--- src/hdl/aaq_pkg.sv ---
package aaq_pkg;

  localparam int FRAC_BITS     = 14;
  localparam int INNER_FRAC    = 30;
  localparam int TABLE_LEN     = 24;
  localparam int CORDIC_STAGES = 16;
  localparam int NUM_CELLS     = (CORDIC_STAGES < TABLE_LEN) ? CORDIC_STAGES : TABLE_LEN;
  localparam int IDX_W         = $clog2(TABLE_LEN);
  localparam int FIELD_W       = 16;
  localparam int XY_W          = INNER_FRAC + 3;
  localparam int Z_W           = 32;
  localparam int RND_SH        = INNER_FRAC - FRAC_BITS;

  localparam logic signed [XY_W-1:0] INV_GAIN = XY_W'(652032874);

  typedef struct packed {
    logic signed [XY_W-1:0]    x;
    logic signed [XY_W-1:0]    y;
    logic signed [Z_W-1:0]     z;
    logic [1:0]                quad;
    logic signed [FIELD_W-1:0] ax;
    logic signed [FIELD_W-1:0] ay;
    logic signed [FIELD_W-1:0] az;
  } cord_t;

  // atan(2^-i) as a phase, one full turn = 2^32.
  function automatic logic signed [Z_W-1:0] atan_phase(input logic [IDX_W-1:0] idx);
    logic signed [Z_W-1:0] r;
    unique case (idx)
      5'd0:    r = Z_W'(536870912);
      5'd1:    r = Z_W'(316933406);
      5'd2:    r = Z_W'(167458907);
      5'd3:    r = Z_W'(85004756);
      5'd4:    r = Z_W'(42667331);
      5'd5:    r = Z_W'(21354465);
      5'd6:    r = Z_W'(10679838);
      5'd7:    r = Z_W'(5340245);
      5'd8:    r = Z_W'(2670163);
      5'd9:    r = Z_W'(1335087);
      5'd10:   r = Z_W'(667544);
      5'd11:   r = Z_W'(333772);
      5'd12:   r = Z_W'(166886);
      5'd13:   r = Z_W'(83443);
      5'd14:   r = Z_W'(41722);
      5'd15:   r = Z_W'(20861);
      5'd16:   r = Z_W'(10430);
      5'd17:   r = Z_W'(5215);
      5'd18:   r = Z_W'(2608);
      5'd19:   r = Z_W'(1304);
      5'd20:   r = Z_W'(652);
      5'd21:   r = Z_W'(326);
      5'd22:   r = Z_W'(163);
      5'd23:   r = Z_W'(81);
      default: r = '0;
    endcase
    return r;
  endfunction

endpackage

--- src/hdl/aaq_post.sv ---
module aaq_post (
  input  logic                               clk,
  input  logic                               rst,
  input  logic                               en,
  input  logic                               in_valid,
  input  aaq_pkg::cord_t                     in_data,
  output logic                               out_valid,
  output logic signed [aaq_pkg::FIELD_W-1:0] quat_w,
  output logic signed [aaq_pkg::FIELD_W-1:0] quat_x,
  output logic signed [aaq_pkg::FIELD_W-1:0] quat_y,
  output logic signed [aaq_pkg::FIELD_W-1:0] quat_z
);
  import aaq_pkg::*;

  localparam int SUM_W  = XY_W + 1;
  localparam int RND_W  = SUM_W - RND_SH;
  localparam int PROD_W = 2 * FIELD_W;

  localparam logic signed [RND_W-1:0] LIM_P = RND_W'(1) <<< FRAC_BITS;
  localparam logic signed [RND_W-1:0] LIM_N = -LIM_P;

  logic signed [XY_W-1:0]    c_rot;
  logic signed [XY_W-1:0]    s_rot;
  logic signed [SUM_W-1:0]   c_sum;
  logic signed [SUM_W-1:0]   s_sum;
  logic signed [RND_W-1:0]   c_rnd;
  logic signed [RND_W-1:0]   s_rnd;
  logic signed [FIELD_W-1:0] w_next;
  logic signed [FIELD_W-1:0] s_next;

  logic                      v1;
  logic signed [FIELD_W-1:0] w1;
  logic signed [FIELD_W-1:0] s1;
  logic signed [FIELD_W-1:0] ax1;
  logic signed [FIELD_W-1:0] ay1;
  logic signed [FIELD_W-1:0] az1;

  logic signed [PROD_W-1:0]  px;
  logic signed [PROD_W-1:0]  py;
  logic signed [PROD_W-1:0]  pz;

  // Map the residual rotation back to the quadrant of the half angle,
  // then round half up to FRAC_BITS and clamp to plus or minus one.
  always_comb begin
    unique case (in_data.quad)
      2'd1: begin
        c_rot = -in_data.y;
        s_rot = in_data.x;
      end
      2'd2: begin
        c_rot = -in_data.x;
        s_rot = -in_data.y;
      end
      2'd3: begin
        c_rot = in_data.y;
        s_rot = -in_data.x;
      end
      default: begin
        c_rot = in_data.x;
        s_rot = in_data.y;
      end
    endcase
    c_sum = SUM_W'(c_rot) + (SUM_W'(1) <<< (RND_SH - 1));
    s_sum = SUM_W'(s_rot) + (SUM_W'(1) <<< (RND_SH - 1));
    c_rnd = RND_W'(c_sum >>> RND_SH);
    s_rnd = RND_W'(s_sum >>> RND_SH);
    priority if (c_rnd > LIM_P) begin
      w_next = FIELD_W'(LIM_P);
    end else if (c_rnd < LIM_N) begin
      w_next = FIELD_W'(LIM_N);
    end else begin
      w_next = FIELD_W'(c_rnd);
    end
    priority if (s_rnd > LIM_P) begin
      s_next = FIELD_W'(LIM_P);
    end else if (s_rnd < LIM_N) begin
      s_next = FIELD_W'(LIM_N);
    end else begin
      s_next = FIELD_W'(s_rnd);
    end
  end

  always_ff @(posedge clk) begin
    if (rst) begin
      v1        <= 1'b0;
      out_valid <= 1'b0;
    end else if (en) begin
      v1        <= in_valid;
      out_valid <= v1;
    end
  end

  always_ff @(posedge clk) begin
    if (en) begin
      w1  <= w_next;
      s1  <= s_next;
      ax1 <= in_data.ax;
      ay1 <= in_data.ay;
      az1 <= in_data.az;
    end
  end

  always_comb begin
    px = (PROD_W'(s1) * PROD_W'(ax1)) + (PROD_W'(1) <<< (FRAC_BITS - 1));
    py = (PROD_W'(s1) * PROD_W'(ay1)) + (PROD_W'(1) <<< (FRAC_BITS - 1));
    pz = (PROD_W'(s1) * PROD_W'(az1)) + (PROD_W'(1) <<< (FRAC_BITS - 1));
  end

  // A vector part that leaves 16 bits wraps.
  always_ff @(posedge clk) begin
    if (en) begin
      quat_w <= w1;
      quat_x <= px[FRAC_BITS +: FIELD_W];
      quat_y <= py[FRAC_BITS +: FIELD_W];
      quat_z <= pz[FRAC_BITS +: FIELD_W];
    end
  end

endmodule
--- config.mk ---
export PLATFORM = sky130hd
export DESIGN_NAME = aaq_post
export DESIGN_NICKNAME = d
export VERILOG_FILES = /design/src/hdl/aaq_pkg.sv /design/src/hdl/aaq_post.sv
export SDC_FILE = /design/constraint.sdc
export NUM_CORES = 2
export LEC_CHECK = 0
export BUFFER_PORTS_ARGS = -buffer_cell sky130_fd_sc_hd__buf_2
export CAP_MARGIN = 25
export CORE_MARGIN = 2
export CORE_UTILIZATION = 35
export CTS_CLUSTER_SIZE = 10
export DETAILED_ROUTE_END_ITERATION = 8
export GPL_ROUTABILITY_DRIVEN = 0
export SLEW_MARGIN = 20
export SYNTH_ARGS = -nofsm -noshare
export SYNTH_HDL_FRONTEND = slang
export SYNTH_SLANG_ARGS = --single-unit
--- constraint.sdc ---
create_clock -name clk -period 20.5 [get_ports clk]
set_clock_uncertainty 0.15 [all_clocks]
set_input_delay 4.1 -clock clk [delete_from_list [all_inputs] [get_ports clk]]
set_output_delay 4.1 -clock clk [all_outputs]
set_load 0.03 [all_outputs]
==> impl_summary.txt <==
----------------------------------------------------
[Run status]
  Outcome ... finished clean

[Setup path]
  Worst setup slack for register-to-register paths ... between 10000 and 15000 ps
  Most used cell along the critical path ... sky130_fd_sc_hd__and4_1
  Slowest stage cell on the critical path ... sky130_fd_sc_hd__a221oi_2
  Critical path cell sequence ... buf_2 > nor4_2 > and4_1 > nand4_1 > a311o_1 > a21oi_1 > nor4b_1 > nand4b_1 > and4_1 > o21ai_0 > a31oi_1 > a221oi_2 > nor2_1
  Crit end category ... register
  Destination of the worst register-to-register timing path ... quat_y[14]
  CP Data Required Time ... 20590 ps
  Origin of the critical flop-to-flop path ... s1[8]
  Kind of start point of the critical path ... primary input
  Depth of the most critical reg-to-reg path ... 22
  Largest stage delay, worst path ... between 700 and 800 ps
  Start-to-end type of the worst setup path ... primary input to register
  Critical path data arrival time ... 9020 ps
  Peak fanout along the critical path ... 21

[Drt]
  Final Routed Wirelength ... 81.7 mm
  Iteration count of the initial detailed-routing pass ... 5
  Number of remaining DRC errors ... 0
  Number of antenna-violating nets in the routed design ... 0
  Via Count ... 24111
  Initial detailed-routing violation count ... 1289
  Average routed wire per standard cell ... 16.4 um
  Detail-routed via count per cell ... ~4.8

[CTS]
  Total of hold buffers inserted after clock tree synthesis ... 0
  Reg clk slew, reported paths ... 80 ps
  CTS tree ... yes
  Library cell used as clock root buffer ... sky130_fd_sc_hd__clkbuf_16
  Buffer depth of the longest clock path ... 2
  Skew-Pair Late Insertion Delay ... 530 ps
  Clock sinks ... 146
  Inserted Clock Buffers ... 17
  Post_cts resized ... 0
  CTS H-tree lvls ... 4
  Post CTS Setup Buffer Count ... 0

[Yosys]
  Average cell area after synthesis ... around 9.6 um2
  Flip-flop cell with the highest count after synthesis ... sky130_fd_sc_hd__edfxtp_1
  Portion of the post-synthesis area used by sequential elements ... 0.126
  Cell variety after synth ... 83
  Async set-reset flop share out of synthesis ... 0
  Summed instance area of the synthesized netlist ... 34700 um2
  Synthesis warning total ... 0
  Synthesized netlist net count ... 4728
  #FFs+latches synth ... between 100 and 150
  Number of flops mapped to enable cells by yosys ... around 140
  Cell count after synthesis ... 3608

[Floorplanning]
  Die boundary height ... 319 um
  Row cnt ... 115
  Core region area ... about 100000 um2
  Count of pins on the block boundary ... 217
  Width of the chip ... 319 um
  Starting Density ... 0.353
  Area of the die ... approximately 100000 um2

[Min path]
  Number of instances on the worst hold path ... 0
  Origin of the worst min-delay path ... w1[13]
  WHS Endpoint ... quat_w[13]
  Path category of the worst min-delay check ... register to register

[Global routing]
  Layer with the highest usage after global routing ... met2
  Pin count of the biggest net entering global routing ... 79
  Antenna violations before repair ... 12
  Met1 track utilization from global routing ... 0.232
  Wire length of the first global-routing pass ... roughly 140 mm
  Number of global-route vias before repair ... about 26000
  Remaining global-route overflow ... 0
  Met2 track demand over resource in global routing ... 0.289
  Overall fraction of global-route tracks in use ... 0.172
  Met3 Track Usage GR ... 0.0305

[Timing]
  Shortest clock period the worst path allows after layout ... 8930 ps
  TNS Setup ... 0 ps
  Tightest Pin Transition ... between 900 and 1000 ps
  Final setup margin ... 11570 ps
  Unrepaired setup endpoints after global routing ... no
  Max-Slew Margin vs Limit ... 0.365
  Number of failing hold endpoints at the final stage ... 0
  Max frequency ... around 0.11 GHz
  Final setup fails ... 0
  Final cycle utilization of the critical path ... 0.436
  Number of max-slew violations in the final report ... 0

[Placement]
  Buffers on Ports ... 184
  Placed wire-length estimate after detailed placement ... between 60 and 70 mm
  Worst slack after detailed placement ... roughly 11000 ps

[Flow run]
  Count of max-cap constraint violations ... 0

[Finish]
  Growth of design area from synthesis to finish ... 7.89%
  Share of final-layout standard cells stronger than drive strength 1 ... 0.0816
  Number of nets in the final layout ... about 4800
  Fillers ... between 9000 and 10000

----------------------------------------------------
[cell usage after synthesis, types with 4 or more instances]
cell type | number | area (um2)
sky130_fd_sc_hd__xor2_1 | 28 | 245
sky130_fd_sc_hd__a211o_1 | 9 | 78.8
sky130_fd_sc_hd__and2_1 | 373 | 2330
sky130_fd_sc_hd__or4_1 | 8 | 60.1
sky130_fd_sc_hd__clkbuf_1 | 152 | 571
sky130_fd_sc_hd__buf_1 | 10 | 37.5
sky130_fd_sc_hd__o31ai_1 | 12 | 90.1
sky130_fd_sc_hd__ha_1 | 224 | 2800
sky130_fd_sc_hd__a21oi_1 | 44 | 220
sky130_fd_sc_hd__o22ai_1 | 8 | 50.1
sky130_fd_sc_hd__o211a_1 | 4 | 40.0
sky130_fd_sc_hd__or2_2 | 6 | 37.5
sky130_fd_sc_hd__and3_1 | 19 | 119
sky130_fd_sc_hd__o21a_1 | 12 | 90.1
sky130_fd_sc_hd__mux4_2 | 10 | 225
sky130_fd_sc_hd__a21o_1 | 17 | 128
sky130_fd_sc_hd__nand2b_1 | 23 | 144
sky130_fd_sc_hd__nor4_1 | 16 | 100
sky130_fd_sc_hd__nor3_1 | 51 | 255
sky130_fd_sc_hd__o211ai_1 | 17 | 128
sky130_fd_sc_hd__fa_1 | 744 | 14900
sky130_fd_sc_hd__or4_4 | 5 | 56.3
sky130_fd_sc_hd__a31oi_1 | 18 | 113
sky130_fd_sc_hd__inv_1 | 836 | 3140
sky130_fd_sc_hd__mux2_2 | 9 | 101
sky130_fd_sc_hd__a31o_2 | 4 | 35.0
sky130_fd_sc_hd__o21ai_0 | 30 | 150
sky130_fd_sc_hd__a211oi_1 | 12 | 90.1
sky130_fd_sc_hd__nand4_1 | 16 | 100
sky130_fd_sc_hd__o41ai_1 | 4 | 35.0
sky130_fd_sc_hd__mux2i_1 | 17 | 170
sky130_fd_sc_hd__nor4_2 | 6 | 75.1
sky130_fd_sc_hd__edfxtp_1 | 144 | 4320
sky130_fd_sc_hd__nand3_1 | 22 | 110
sky130_fd_sc_hd__nor2_1 | 116 | 435
sky130_fd_sc_hd__nand2_1 | 398 | 1490
sky130_fd_sc_hd__or3_1 | 20 | 125
sky130_fd_sc_hd__xnor2_1 | 84 | 736
sky130_fd_sc_hd__a21boi_0 | 4 | 30.0
sky130_fd_sc_hd__nor2b_1 | 8 | 50.1
[flip-flops by register name, indices dropped and copies added, names as in the netlist, 16 cells and up]
name,flops
az1,16
ay1,16
quat_y,16
ax1,16
quat_z,16
quat_w,16
s1,16
quat_x,16
w1,16
[critical path: cells and delay by family]
kind,cells,cell delay [ps]
AOI/OAI and AO/OA,5,1880
buffers and inverters,1,140
and+or+nand+nor,7,2890
[cell type report]
class	instances	area [um2]	share of cell area
Inverter	839	3150	0.0842
Tap cell	1287	1610	0.0431
Multi-Input combinational cell	2457	26500	0.709
Timing Repair Buffer	213	1140	0.0306
Sequential cell	146	4360	0.117
Clock buffer	17	425	0.0114
Antenna cell	4	10.0	0.000268
Clock inverter	15	180	0.00482
[layout by cell type (no fill, tap or decap), drive strengths merged, types with 23 or more instances in the layout]
master,count
xor2,28
ha,224
xnor2,84
nor2,116
edfxtp,144
nand2,398
o21ai,31
fa,744
and2,373
nor3,52
or3,23
buf,213
nand2b,23
a21oi,44
inv,846
[worst max-delay path by stage]
| stage | from | endpoint |
|---|---|---|
| floorplan | in_data[48] | w1[8] |
| global placement | in_data[130] | w1[9] |
| detailed placement | in_data[130] | w1[9] |
| CTS | in_data[130] | w1[9] |
| global route | in_data[130] | w1[10] |
| finish | in_data[130] | w1[9] |
[logic make-up (layout without fill, tap and decap cells)]
family,count (synthesis),count (layout),share of synthesized area
AOI/OAI and AO/OA,237,237,0.0485
muxes,36,36,0.0143
xor gates and xnor gates,112,112,0.0283
DFF,146,146,0.126
adders and majority gates,968,968,0.511
and+or+nand+nor,1104,1104,0.163
other,0,4,0
buffers and inverters,1005,1084,0.109
[per-layer routing]
metal	up-vias	wire [um]
met5	-	108
met2	469	39800
met4	18	1030
met3	74	3930
li1	11091	-
met1	12459	36700
[through the flow]
| step | hold WS [ps] | instances | area [um2] | utilization |
|---|---|---|---|---|
| 6_report | 274 | 4978 | 37400 | 0.380 |
| 5_1_grt | 284 | 4976 | 37400 | 0.380 |
| 4_1_cts | 277 | 4974 | 37400 | 0.380 |
| 3_5_place_dp | 258 | 4942 | 36800 | 0.374 |
| 3_3_place_gp | 255 | 4942 | 36800 | 0.374 |
| 2_1_floorplan | 250 | 3608 | 34700 | - |
Power is not shown: default switching activity piles up to over one toggle a cycle in this logic, so the estimate is an artifact.
