--- src/hdl/aaq_pkg.sv ---
package aaq_pkg;

  localparam int FRAC_BITS     = 14;
  localparam int INNER_FRAC    = 30;
  localparam int TABLE_LEN     = 24;
  localparam int CORDIC_STAGES = 16;
  localparam int NUM_CELLS     = (CORDIC_STAGES < TABLE_LEN) ? CORDIC_STAGES : TABLE_LEN;
  localparam int IDX_W         = $clog2(TABLE_LEN);
  localparam int FIELD_W       = 16;
  localparam int XY_W          = INNER_FRAC + 3;
  localparam int Z_W           = 32;
  localparam int RND_SH        = INNER_FRAC - FRAC_BITS;

  localparam logic signed [XY_W-1:0] INV_GAIN = XY_W'(652032874);

  typedef struct packed {
    logic signed [XY_W-1:0]    x;
    logic signed [XY_W-1:0]    y;
    logic signed [Z_W-1:0]     z;
    logic [1:0]                quad;
    logic signed [FIELD_W-1:0] ax;
    logic signed [FIELD_W-1:0] ay;
    logic signed [FIELD_W-1:0] az;
  } cord_t;

  // atan(2^-i) as a phase, one full turn = 2^32.
  function automatic logic signed [Z_W-1:0] atan_phase(input logic [IDX_W-1:0] idx);
    logic signed [Z_W-1:0] r;
    unique case (idx)
      5'd0:    r = Z_W'(536870912);
      5'd1:    r = Z_W'(316933406);
      5'd2:    r = Z_W'(167458907);
      5'd3:    r = Z_W'(85004756);
      5'd4:    r = Z_W'(42667331);
      5'd5:    r = Z_W'(21354465);
      5'd6:    r = Z_W'(10679838);
      5'd7:    r = Z_W'(5340245);
      5'd8:    r = Z_W'(2670163);
      5'd9:    r = Z_W'(1335087);
      5'd10:   r = Z_W'(667544);
      5'd11:   r = Z_W'(333772);
      5'd12:   r = Z_W'(166886);
      5'd13:   r = Z_W'(83443);
      5'd14:   r = Z_W'(41722);
      5'd15:   r = Z_W'(20861);
      5'd16:   r = Z_W'(10430);
      5'd17:   r = Z_W'(5215);
      5'd18:   r = Z_W'(2608);
      5'd19:   r = Z_W'(1304);
      5'd20:   r = Z_W'(652);
      5'd21:   r = Z_W'(326);
      5'd22:   r = Z_W'(163);
      5'd23:   r = Z_W'(81);
      default: r = '0;
    endcase
    return r;
  endfunction

endpackage

--- src/hdl/aaq_cordic_cell.sv ---
module aaq_cordic_cell (
  input  logic                       clk,
  input  logic                       rst,
  input  logic                       en,
  input  logic [aaq_pkg::IDX_W-1:0]  idx,
  input  logic                       in_valid,
  input  aaq_pkg::cord_t             in_data,
  output logic                       out_valid,
  output aaq_pkg::cord_t             out_data
);
  import aaq_pkg::*;

  cord_t                  data_next;
  logic signed [XY_W-1:0] xs;
  logic signed [XY_W-1:0] ys;
  logic signed [Z_W-1:0]  ang;

  // The index is tied to a constant per cell, so the shifts reduce to wiring.
  always_comb begin
    xs        = in_data.x >>> idx;
    ys        = in_data.y >>> idx;
    ang       = atan_phase(idx);
    data_next = in_data;
    if (!in_data.z[Z_W-1]) begin
      data_next.x = in_data.x - ys;
      data_next.y = in_data.y + xs;
      data_next.z = in_data.z - ang;
    end else begin
      data_next.x = in_data.x + ys;
      data_next.y = in_data.y - xs;
      data_next.z = in_data.z + ang;
    end
  end

  always_ff @(posedge clk) begin
    if (rst) begin
      out_valid <= 1'b0;
    end else if (en) begin
      out_valid <= in_valid;
    end
  end

  always_ff @(posedge clk) begin
    if (en) begin
      out_data <= data_next;
    end
  end

endmodule

--- config.mk ---
export PLATFORM = sky130hd
export DESIGN_NAME = aaq_cordic_cell
export DESIGN_NICKNAME = d
export VERILOG_FILES = /design/src/hdl/aaq_pkg.sv /design/src/hdl/aaq_cordic_cell.sv
export SDC_FILE = /design/constraint.sdc
export NUM_CORES = 1
export LEC_CHECK = 0
export ABC_CLOCK_PERIOD_IN_PS = 9200
export BUFFER_PORTS_ARGS = -buffer_cell sky130_fd_sc_hd__buf_4
export CAP_MARGIN = 20
export CORE_MARGIN = 4
export CORE_UTILIZATION = 31
export CTS_CLUSTER_DIAMETER = 80
export DETAILED_ROUTE_END_ITERATION = 7
export SYNTH_ARGS = -nofsm -noshare
export SYNTH_HDL_FRONTEND = slang
export SYNTH_SLANG_ARGS = --single-unit
--- constraint.sdc ---
create_clock -name clk -period 9.2 [get_ports clk]
set_clock_uncertainty 0.05 [all_clocks]
set_input_delay 1.38 -clock clk [delete_from_list [all_inputs] [get_ports clk]]
set_output_delay 1.38 -clock clk [all_outputs]
set_load 0.005 [all_outputs]
==> reports/results.tsv, run 1 <==
stage	metric	value	unit
clocking	root_buffer	clkbuf_16	
min_path	hold_path_class	reg -> reg	
clocking	cts_max_path_buffers	2	
clocking	post_cts_buffers	0	
global_route	grt_overflow	0	
worst_setup_path	reg2reg_depth	2	
clocking	cts_sinks	149	
power	p_leak	8.216	nW
sta	min_period	7.734	ns
sta	max_freq	129.3	MHz
clocking	hold_buffers	0	
yosys	synth_edf_count	148	
route	dr_total_vias	16030	
global_route	antenna_found_initial	5	
route	wl_per_cell	24.26	µm
min_path	holdPathStages	2	
worst_setup_path	cp-end-kind	flop	
yosys	ys.warnings.count	0	
yosys	syn-num-nets	2052	
worst_setup_path	worstSetupPathType	in -> reg	
worst_setup_path	required	9.36	ns
sta	hold_violations	0	
power	vdd_drop_max	0.1015	mV
yosys	ys_seq_area_frac	0.2633	
floorplanning	die_h	241.9	µm
yosys	synth-main-ff-cell	edfxtp_1	
floorplanning	io_pins	306	
clocking	cts-buffers-inserted	17	
sta	hold_ws	0.4589	ns
route	antenna_left	0	
clocking	cts_tree	done	
placed_design	pre_cts_slack	1.129	ns
yosys	synth_area	16960	µm²
sta	tns	0	ns
clocking	cts.reportedPaths.clkPinSlew	0.08	ns
floorplanning	placementRows	85	
sta	rsz0062_at_grt	no	
outcome	outcome	completed	
yosys	avgSynthCellArea	9.493	µm²
worst_setup_path	critPathMaxFanout	80	
placed_design	place_congestion	0.9733	
finish	layout.cells.non_filler	2738	
clocking	cts_max_level	4	
worst_setup_path	start_kind	primary input	
run	maxCapViolCount	0	
floorplanning	fp.dieArea	58500	µm²
sta	worstMarginPinSlew	1.082	ns
placed_design	dpl.hpwl	51910	µm
placed_design	place_inst	2705	
clocking	cts_resized	0	
global_route	grt_first_pass_wirelength	98220	µm
power	p_total	3.293	mW
route	drt_iter0_drc	1389	
yosys	ys_async_sr_fraction	0	
route	avgViaCountPerCell	5.856	
placed_design	portBuffers	305	
route	dr.pass1.iters	7	
finish	syn_to_final_growth	20.24	%
global_route	first_global_vias	15580	
finish	final_nets	2294	
yosys	synthCells	1786	
global_route	grt_start_max_net_pins	89	
route	postRouteWirelength	66430	µm
sta	finalSetupViolCount	0	
global_route	grt_usage	0.2157	
floorplanning	coreArea	54030	µm²
sta	slew_headroom	0.2786	
floorplanning	initial_core_util	0.3138	
power	p_per_area	161.5	nW/µm²
route	drc	0	
finish	layout-drive-gt1-share	0.2489	
yosys	ys_ff_latch	149	
yosys	synth_cell_types	87	
sta	period_share	0.8407	
sta	timing.final.ws_setup	1.466	ns
clocking	clkLatencyLatePin	0.44	ns
sta	slew_violations	0	
floorplanning	fp.dieW	241.9	µm
worst_setup_path	cp.arrival	7.90	ns
==> state kept, by name, summed over array words and instances (netlist names) <==
name	cells
out_data	148
out_valid	1
==> synthesized netlist by cell type, drive strengths merged (16+ instances only) <==
library cell | count | area, µm²
xnor2 | 103 | 902.1
mux2 | 34 | 382.9
nand2 | 132 | 495.5
ha | 106 | 1326
clkbuf | 43 | 161.4
o21a | 19 | 142.6
mux2i | 67 | 670.6
and2 | 18 | 112.6
a21oi | 151 | 755.7
a211oi | 29 | 222.7
xor2 | 71 | 621.9
o21ai | 81 | 405.4
nor2 | 132 | 495.5
inv | 41 | 153.9
mux4 | 82 | 1873
or2 | 17 | 106.4
nand3 | 27 | 135.1
edfxtp | 148 | 4444
nor3 | 29 | 150.1
buf | 64 | 384.1
o22ai | 25 | 156.4
nor2b | 31 | 193.9
nand2b | 27 | 168.9
and3 | 17 | 106.4
a31oi | 38 | 237.7
o21bai | 16 | 120.1
a21o | 38 | 285.3
==> per-layer routing <==
| layer | up-vias | track usage | wire length [µm] | share of wire |
|---|---|---|---|---|
| met5 | - | 0 | 62 | 0.00093 |
| met4 | 8 | 0.06607 | 1923 | 0.029 |
| met3 | 122 | 0.04675 | 4943 | 0.074 |
| met2 | 732 | 0.3506 | 30730 | 0.46 |
| met1 | 7820 | 0.2885 | 28770 | 0.43 |
| li1 | 7352 | - | - | - |
==> worst paths after layout <==
kind / from / endpoint / slack (ns)
min: out_valid$_SDFFE_PP0P_ / out_valid$_SDFFE_PP0P_ / 0.46
max reg2reg: out_valid$_SDFFE_PP0P_ / out_valid$_SDFFE_PP0P_ / 8.57
max: idx[0] / out_data[114]$_DFFE_PP_ / 1.47
min reg2reg: out_valid$_SDFFE_PP0P_ / out_valid$_SDFFE_PP0P_ / 0.46
==> cell families after synthesis <==
group                      Yosys count  share of synthesized area
muxes                              183                     0.1726
and+or+nand+nor                    493                     0.1462
AOI/OAI and AO/OA                  529                     0.2048
buffers and inverters              149                    0.04147
adders and majority gates          109                    0.08177
DFF                                149                     0.2633
xor gates and xnor gates           174                    0.08988
==> power breakdown <==
| group | leakage, nW | internal (mW) | switching, mW |
|---|---|---|---|
| Sequential | 1.46 | 0.946 | 0.0475 |
| Combinational | 6.46 | 0.717 | 0.864 |
| Clock | 0.300 | 0.372 | 0.347 |
==> metrics by stage <==
step                  util  area [µm²]
floorplan                -       16960
global placement    0.3659       19770
detailed placement  0.3659       19770
CTS                 0.3773       20380
global route        0.3774       20390
finish              0.3774       20390
==> worst max-delay path, cell delays in order <==
cell and delay, ns:
buf_6 0.59, buf_4 0.40, nand2b_1 0.29, o22ai_1 0.23
nor2_1 0.37, mux2_2 0.28, a2bb2oi_1 0.24, ha_1 0.24
o2111a_1 0.19, nand4_1 0.18, nor2_1 0.35, a21oi_1 0.14
xor2_1 0.20, ha_1 0.36, a41o_1 0.20, a221oi_1 0.34
o32ai_1 0.19, o41ai_1 0.74, o211ai_1 0.25, nand2_1 0.15
o21ai_0 0.11, a21o_1 0.20, xnor2_1 0.12
==> final cells by class <==
type / instances / area [µm²]
inverter: 42 / 157.7
fill: 5442 / 33640
timing repair buffer: 330 / 2485
sequential: 149 / 4464
tap: 696 / 870.8
multi-input combinational: 1488 / 11790
clock inverter: 15 / 191.4
antenna: 1 / 2.502
clock buffer: 17 / 425.4
==> cell usage in the layout (no fill, tap or decap), types with 18 or more instances in the layout <==
master / synthesis / routed
o21a_1: 19 / 19
nand2b_1: 27 / 27
nand3_1: 27 / 27
nand2_1: 132 / 132
edfxtp_1: 148 / 148
a31oi_1: 38 / 38
a21o_1: 38 / 38
buf_4: 12 / 328
mux2i_1: 67 / 67
o21ai_0: 81 / 81
ha_1: 106 / 106
nor3_1: 28 / 28
a21oi_1: 151 / 151
o22ai_1: 25 / 25
and2_1: 18 / 18
nor2_1: 132 / 131
a211oi_1: 28 / 28
xor2_1: 71 / 71
nor2b_1: 31 / 31
mux2_2: 34 / 34
xnor2_1: 103 / 103
inv_1: 39 / 39
mux4_2: 75 / 75
(Power assumes the default switching activity.)
==> run 2, diff against run 1 <==
ABC_AREA = 1   (was not set)
ABC_CLOCK_PERIOD_IN_PS = 7000   (was 9200)
clock period = 7 ns   (was 9.2 ns; I/O delays follow)
==> reports/results.tsv, run 2 <==
stage	metric	value	unit	change
worst_setup_path	required	7.16	ns	-2.20 ns
clocking	cts_max_path_buffers	2		unchanged
finish	final_nets	2973		+30%
yosys	synthMuxAreaShare	0.0006143		-0.1720
finish	layout-drive-gt1-share	0.1555		-0.09338
yosys	synth_area	16300	µm²	-3.9%
clocking	post_cts_buffers	0		unchanged
yosys	ys.warnings.count	0		unchanged
power	p_per_area	215.2	nW/µm²	+33%
global_route	grt_overflow	0		unchanged
yosys	avgSynthCellArea	6.657	µm²	-30%
sta	timing.final.ws_setup	1.153	ns	-0.3126 ns
yosys	syn-num-nets	2714		+32%
sta	worstMarginPinSlew	0.9501	ns	-0.1321 ns
yosys	synthCells	2448		+37%
finish	regMostFlops	out_data		
run	maxCapViolCount	0		unchanged
placed_design	dpl.hpwl	49980	µm	-3.7%
floorplanning	fp.dieW	237.3	µm	-1.9%
floorplanning	initial_core_util	0.3151		+0.001266
sta	tns	0	ns	unchanged
yosys	synthSimpleGateAreaFrac	0.3758		+0.2296
outcome	outcome	completed		
yosys	synth_top_area_frac	0.2727		+0.01061
finish	final_common_cell	nand2_1		
yosys	yosys-top-cells-count	nand2_1, nand3_1, inv_1		
placed_design	pre_cts_slack	0.6705	ns	-0.4583 ns
finish	layout.cells.non_filler	3400		+24%
global_route	grt_first_pass_wirelength	93990	µm	-4.3%
floorplanning	die_h	237.3	µm	-1.9%
worst_setup_path	reg2reg_from	out_valid$_SDFFE_PP0P_		
floorplanning	fp.dieArea	56300	µm²	-3.8%
route	drc	0		unchanged
worst_setup_path	rrSetupSlack	6.36	ns	-2.21 ns
route	dr_total_vias	17460		+8.9%
placed_design	portBuffers	305		unchanged
worst_setup_path	cp-end-kind	flop		
finish	antenna_cells	0		-1
worst_setup_path	start_kind	primary input		
clocking	root_buffer	clkbuf_16		
yosys	yosys-top-cells-area	edfxtp_1, nand2_1, nand3_1, ha_1, xor2_1		
sta	slew_headroom	0.3643		+0.08572
clocking	cts-buffers-inserted	17		unchanged
finish	largest_reg_flops	148		unchanged
yosys	synth-xor-area-share	0.08546		-0.004425
placed_design	place_congestion	0.9443		-3.0%
sta	period_share	0.8352		
worst_setup_path	worstSetupPathType	in -> reg		
route	avgViaCountPerCell	5.136		-12%
route	postRouteWirelength	60890	µm	-8.3%
sta	hold_ws	0.4639	ns	+0.005002 ns
sta	slew_violations	0		unchanged
global_route	grt_usage	0.2101		-0.005603
route	dr.pass1.iters	6		-1
yosys	synth_cell_types	52		-40%
global_route	antenna_found_initial	0		-5
clocking	cts_sinks	149		unchanged
yosys	yosysMostFrequentCell	nand2_1		
finish	largestRegisters	out_data: 148 flops, out_valid: 1 flops		
yosys	synthAdderAreaFrac	0.08507		+0.003309
yosys	ys_seq_area_frac	0.2740		+0.01065
min_path	hold_path.startpoint	out_valid$_SDFFE_PP0P_		
sta	max_freq	171.0	MHz	
finish	final_core_util	0.3820		+0.004683
clocking	cts.reportedPaths.clkPinSlew	0.07	ns	about the same
finish	final_cell_mix	nand2_1, nand3_1, buf_4, inv_1, nor2_1		
worst_setup_path	critPathMaxFanout	49		-39%
yosys	synth_compound_area_frac	0.1000		-0.1047
route	wl_per_cell	17.91	µm	-26%
clocking	cts_max_level	4		unchanged
yosys	ys_ff_latch	149		unchanged
power	p_leak	9.625	nW	+17%
min_path	hold_path_class	reg -> reg		
clocking	hold_buffers	0		unchanged
floorplanning	io_pins	306		unchanged
yosys	synth_edf_count	148		unchanged
floorplanning	placementRows	83		-2.4%
yosys	synth-main-ff-cell	edfxtp_1		
clocking	cts_tree	done		
clocking	cts_resized	0		unchanged
global_route	first_global_vias	17020		+9.3%
sta	finalSetupViolCount	0		unchanged
route	antenna_left	0		unchanged
sta	min_period	5.847	ns	
sta	rsz0062_at_grt	no		
worst_setup_path	critPathLaunch	idx[1]		
floorplanning	coreArea	51720	µm²	-4.3%
yosys	synth_top_family_by_area	simple AND/OR/NAND/NOR gates		
yosys	synth_top_area_cell	edfxtp_1		
worst_setup_path	cp.arrival	6.01	ns	-1.89 ns
global_route	grt_start_max_net_pins	75		-16%
route	drt_iter0_drc	1540		+11%
power	vdd_drop_max	0.1881	mV	+85%
sta	hold_violations	0		unchanged
clocking	clkLatencyLatePin	0.48	ns	+0.04 ns
placed_design	place_inst	3368		+25%
yosys	ys_async_sr_fraction	0		unchanged
finish	syn_to_final_growth	21.25	%	
-- run 2: changes by cell type after synthesis, moves of 29 or more --
cell | before | now
nand2_1 | 132 | 812
mux2_2 | 34 | 0
a31oi_1 | 38 | 9
nor2b_1 | 31 | 0
a21o_1 | 38 | 7
inv_1 | 39 | 204
mux4_2 | 75 | 0
nor2_1 | 132 | 170
xor2_1 | 71 | 103
nand3_1 | 27 | 349
mux2i_1 | 67 | 1
xnor2_1 | 103 | 56
-- run 2: final timing paths --
check,endpoint,cells past startpoint
max,out_data[112]$_DFFE_PP_,27
min,out_valid$_SDFFE_PP0P_,2
max reg2reg,out_valid$_SDFFE_PP0P_,2
min reg2reg,out_valid$_SDFFE_PP0P_,2
-- run 2: worst max-delay path, cell delays in order --
cell and delay (ns):
buf_4 0.19, buf_4 0.50, nor2_1 0.25, o211ai_1 0.16, nand2_1 0.07, o21ai_0 0.22, nand2_1 0.08, inv_1 0.06
nand2_1 0.06, inv_1 0.10, ha_1 0.20, nand3_1 0.13, nor2_2 0.27, nor2_2 0.11, a21oi_4 0.24, nand2_1 0.08
nand2_1 0.06, nand2_1 0.08, ha_1 0.38, nand2_1 0.15, nor4_1 0.54, nand2_1 0.10, o211ai_1 0.42, nand2_1 0.09
nand2_1 0.13, a211oi_1 0.11, xor2_1 0.17
-- run 2: routing by layer --
metal / routed length [µm] / global-route usage
met5: 0 / 0
met4: 1474 / 0.06299
met3: 3756 / 0.04165
met2: 28050 / 0.3426
met1: 27610 / 0.2827
-- run 2: report_power, final --
group	switching (mW)	internal, mW
clock	0.457	0.512
sequential	0.0563	1.24
combinational	1.19	0.792
total	1.70	2.55
-- run 2: cells by family (layout without fill, tap and decap cells) --
logic type / count (synthesis) / count (layout)
AOI/OAI and AO/OA: 288 / 288
xor gates and xnor gates: 159 / 159
adders and majority gates: 109 / 109
buffers and inverters: 305 / 577
DFF: 149 / 149
muxes: 1 / 1
and+or+nand+nor: 1437 / 1437
-- run 2: per-stage QoR --
| step | power, mW | cell area [µm²] |
|---|---|---|
| floorplan | 2.515 | 16300 |
| global placement | 3.290 | 19150 |
| detailed placement | 3.287 | 19150 |
| CTS | 4.295 | 19760 |
| global route | 4.574 | 19760 |
| finish | 4.252 | 19760 |
-- run 2: layout make-up --
cell class	instances	area (µm²)
Tap cell	680	850.8
Clock inverter	15	182.7
Sequential cell	149	4464
Inverter	222	838.3
Clock buffer	17	425.4
Multi-Input combinational cell	1994	10540
Fill cell	5571	31960
Timing Repair Buffer	323	2454
==> run 3, diff against run 2 <==
ABC_AREA = 0   (was 1)
ABC_CLOCK_PERIOD_IN_PS = 5510   (was 7000)
clock period = 5.51 ns   (was 7 ns; I/O delays follow)
==> reports/results.tsv, run 3 (synthesis gave the netlist of run 1 again) <==
stage	metric	value	unit	change
outcome	outcome	completed		
sta	max_freq	183.4	MHz	
clocking	cts_tree	done		
clocking	hold_buffers	0		unchanged
run	maxCapViolCount	0		unchanged
floorplanning	io_pins	306		unchanged
route	dr.pass1.iters	5		-1
floorplanning	coreArea	54030	µm²	+4.5%
worst_setup_path	cp-end-kind	flop		
route	drc	0		unchanged
worst_setup_path	cp.arrival	5.61	ns	-0.40 ns
worst_setup_path	cp_slowest_stage_delay	0.55	ns	about the same
finish	largest_reg_flops	148		unchanged
route	drt_iter0_drc	1535		-0.32%
sta	slew_headroom	0.4862		+0.1220
global_route	grt_usage	0.2558		+0.04569
power	p_leak	11.94	nW	+24%
placed_design	portBuffers	305		unchanged
finish	antenna_cells	0		unchanged
floorplanning	die_h	241.9	µm	+1.9%
worst_setup_path	reg2reg_depth	2		unchanged
placed_design	dpl.hpwl	63770	µm	+28%
finish	n_fill_cell	5097		-8.5%
finish	final_core_util	0.4964		+0.1144
global_route	first_global_vias	19040		+12%
finish	syn_to_final_growth	58.17	%	
route	antenna_left	0		unchanged
min_path	hold_path_class	in -> reg		
worst_setup_path	r2r-end	out_valid$_SDFFE_PP0P_		
placed_design	place_congestion	0.9933		+5.2%
clocking	cts_max_level	4		unchanged
floorplanning	fp.dieW	241.9	µm	+1.9%
sta	min_period	5.454	ns	
route	routed.top_layer	met4		
global_route	grt_overflow	0		unchanged
worst_setup_path	critPathMaxFanout	8		-84%
worst_setup_path	worstSetupPathType	in -> reg		
sta	slew_violations	0		unchanged
min_path	holdPathStages	2		unchanged
finish	largestRegisters	out_data: 148 flops, out_valid: 1 flops		
finish	design_area	26820	µm²	+36%
route	dr_total_vias	19040		+9.0%
global_route	antenna_found_initial	0		unchanged
finish	final_nets	3013		+1.3%
finish	final_cell_mix	buf_4, edfxtp_1, a21oi_1, nand2_1, nor2_1		
clocking	cts_max_path_buffers	2		unchanged
route	dr_wl_met2	38000	µm	+35%
placed_design	dpl_cell_area	25050	µm²	+31%
clocking	cts.reportedPaths.clkPinSlew	0.07	ns	about the same
route	avgViaCountPerCell	5.509		+7.3%
sta	finalSetupViolCount	0		unchanged
clocking	root_buffer	clkbuf_16		
sta	hold_violations	0		unchanged
sta	worstMarginPinSlew	0.7706	ns	-0.1794 ns
worst_setup_path	required	5.67	ns	-1.49 ns
worst_setup_path	crit_top_cell	buf_4		
sta	period_share	0.9898		
worst_setup_path	reg2reg_from	out_valid$_SDFFE_PP0P_		
route	met1_length	33240	µm	+20%
route	wl_per_cell	22.76	µm	+27%
finish	regMostFlops	out_data		
floorplanning	initial_core_util	0.3138		-0.001266
power	vdd_drop_max	0.2563	mV	+36%
floorplanning	fp.dieArea	58500	µm²	+3.9%
floorplanning	placementRows	85		+2.4%
global_route	grt_first_pass_wirelength	116600	µm	+24%
min_path	hold_path.startpoint	rst		
sta	rsz0062_at_grt	yes		
power	p_per_area	244.3	nW/µm²	+14%
worst_setup_path	rrSetupSlack	4.87	ns	-1.49 ns
finish	layout-drive-gt1-share	0.4826		+0.3271
clocking	clkLatencyLatePin	0.48	ns	about the same
worst_setup_path	start_kind	primary input		
finish	multi_input_area	12520	µm²	+19%
global_route	grt_start_max_net_pins	90		+20%
finish	regArea	4464	µm²	unchanged
clocking	cts-buffers-inserted	17		unchanged
worst_setup_path	crit_slowest_cell	mux4_2		
min_path	whs_endpoint	out_valid$_SDFFE_PP0P_		
clocking	cts_sinks	149		unchanged
route	postRouteWirelength	78660	µm	+29%
route	met3_length	4301	µm	+15%
finish	final_common_cell	buf_4		
==> run 3: cell count changes in the layout (fill, tap and decap cells not counted), sizes merged, moves of 34 or more <==
cell,before,now
mux4,0,82
nor2,189,132
inv,231,49
xnor2,56,103
mux2,0,34
mux2i,1,67
nand2,831,132
buf,323,1047
nand3,355,27
==> run 3: stage by stage <==
step / instances / setup WS (ns) / TNS (ns) / total power, mW / hold slack, ns
5_1_grt: 3456 / -0.07465 / -0.4804 / 6.952 / 0.4158
2_1_floorplan: 1786 / -0.1150 / -0.5098 / 3.321 / 0.4350
4_1_cts: 3400 / -0.002074 / -0.002074 / 6.435 / 0.3913
6_report: 3456 / 0.05643 / 0 / 6.553 / 0.4371
3_3_place_gp: 3365 / -0.7741 / -19.13 / 5.114 / 0.4242
3_5_place_dp: 3365 / -0.7721 / -19.92 / 5.155 / 0.4465
==> run 3: power by group <==
| group | total [mW] | internal (mW) | leakage [nW] | switching (mW) |
|---|---|---|---|---|
| Combinational | 3.70 | 1.94 | 10.2 | 1.76 |
| Clock | 1.20 | 0.618 | 0.299 | 0.579 |
| Sequential | 1.65 | 1.58 | 1.46 | 0.0737 |
==> run 3: metal layers <==
metal,up-vias,global-route usage
li1,8812,-
met1,9415,0.3317
met4,0,0.08503
met5,-,0
met3,149,0.04099
met2,664,0.4360
==> run 3: how the worst max path moves through the flow <==
stage	start	to	slack, ns	cells past startpoint
after detailed placement	idx[1]	out_data[81]$_DFFE_PP_	-0.77	22
final	idx[0]	out_data[114]$_DFFE_PP_	0.06	25
after global placement	idx[1]	out_data[81]$_DFFE_PP_	-0.77	22
after CTS	idx[0]	out_data[111]$_DFFE_PP_	-0.002	25
after global routing	idx[0]	out_data[114]$_DFFE_PP_	-0.07	25
after floorplan	idx[0]	out_data[114]$_DFFE_PP_	-0.12	25
==> run 3: repair_timing <==
action	CTS	global route
setup buffers	2	55
gates cloned	1	1
endpoints found under the setup margin	21	36
resized for setup	23	123
pin swaps	8	72
==> run 3: cell type report <==
cell class | count | area share
repair buffers | 1049 | 0.3053
multi-input cells | 1488 | 0.4668
well taps | 696 | 0.03247
inverters | 42 | 0.006112
flip-flops and latches | 149 | 0.1665
clock buffers | 17 | 0.01586
clock inverters | 15 | 0.007045
==> run 3: critical path: cells and delay by family <==
| family | cells | cell delay, ns |
|---|---|---|
| AND/OR/NAND/NOR | 3 | 0.39 |
| AO/OA/AOI/OAI | 10 | 2.02 |
| multiplexers | 1 | 0.55 |
| adder cells (fa/ha/maj) | 1 | 0.29 |
| buffers and inverters | 8 | 1.18 |
| XOR/XNOR | 2 | 0.32 |
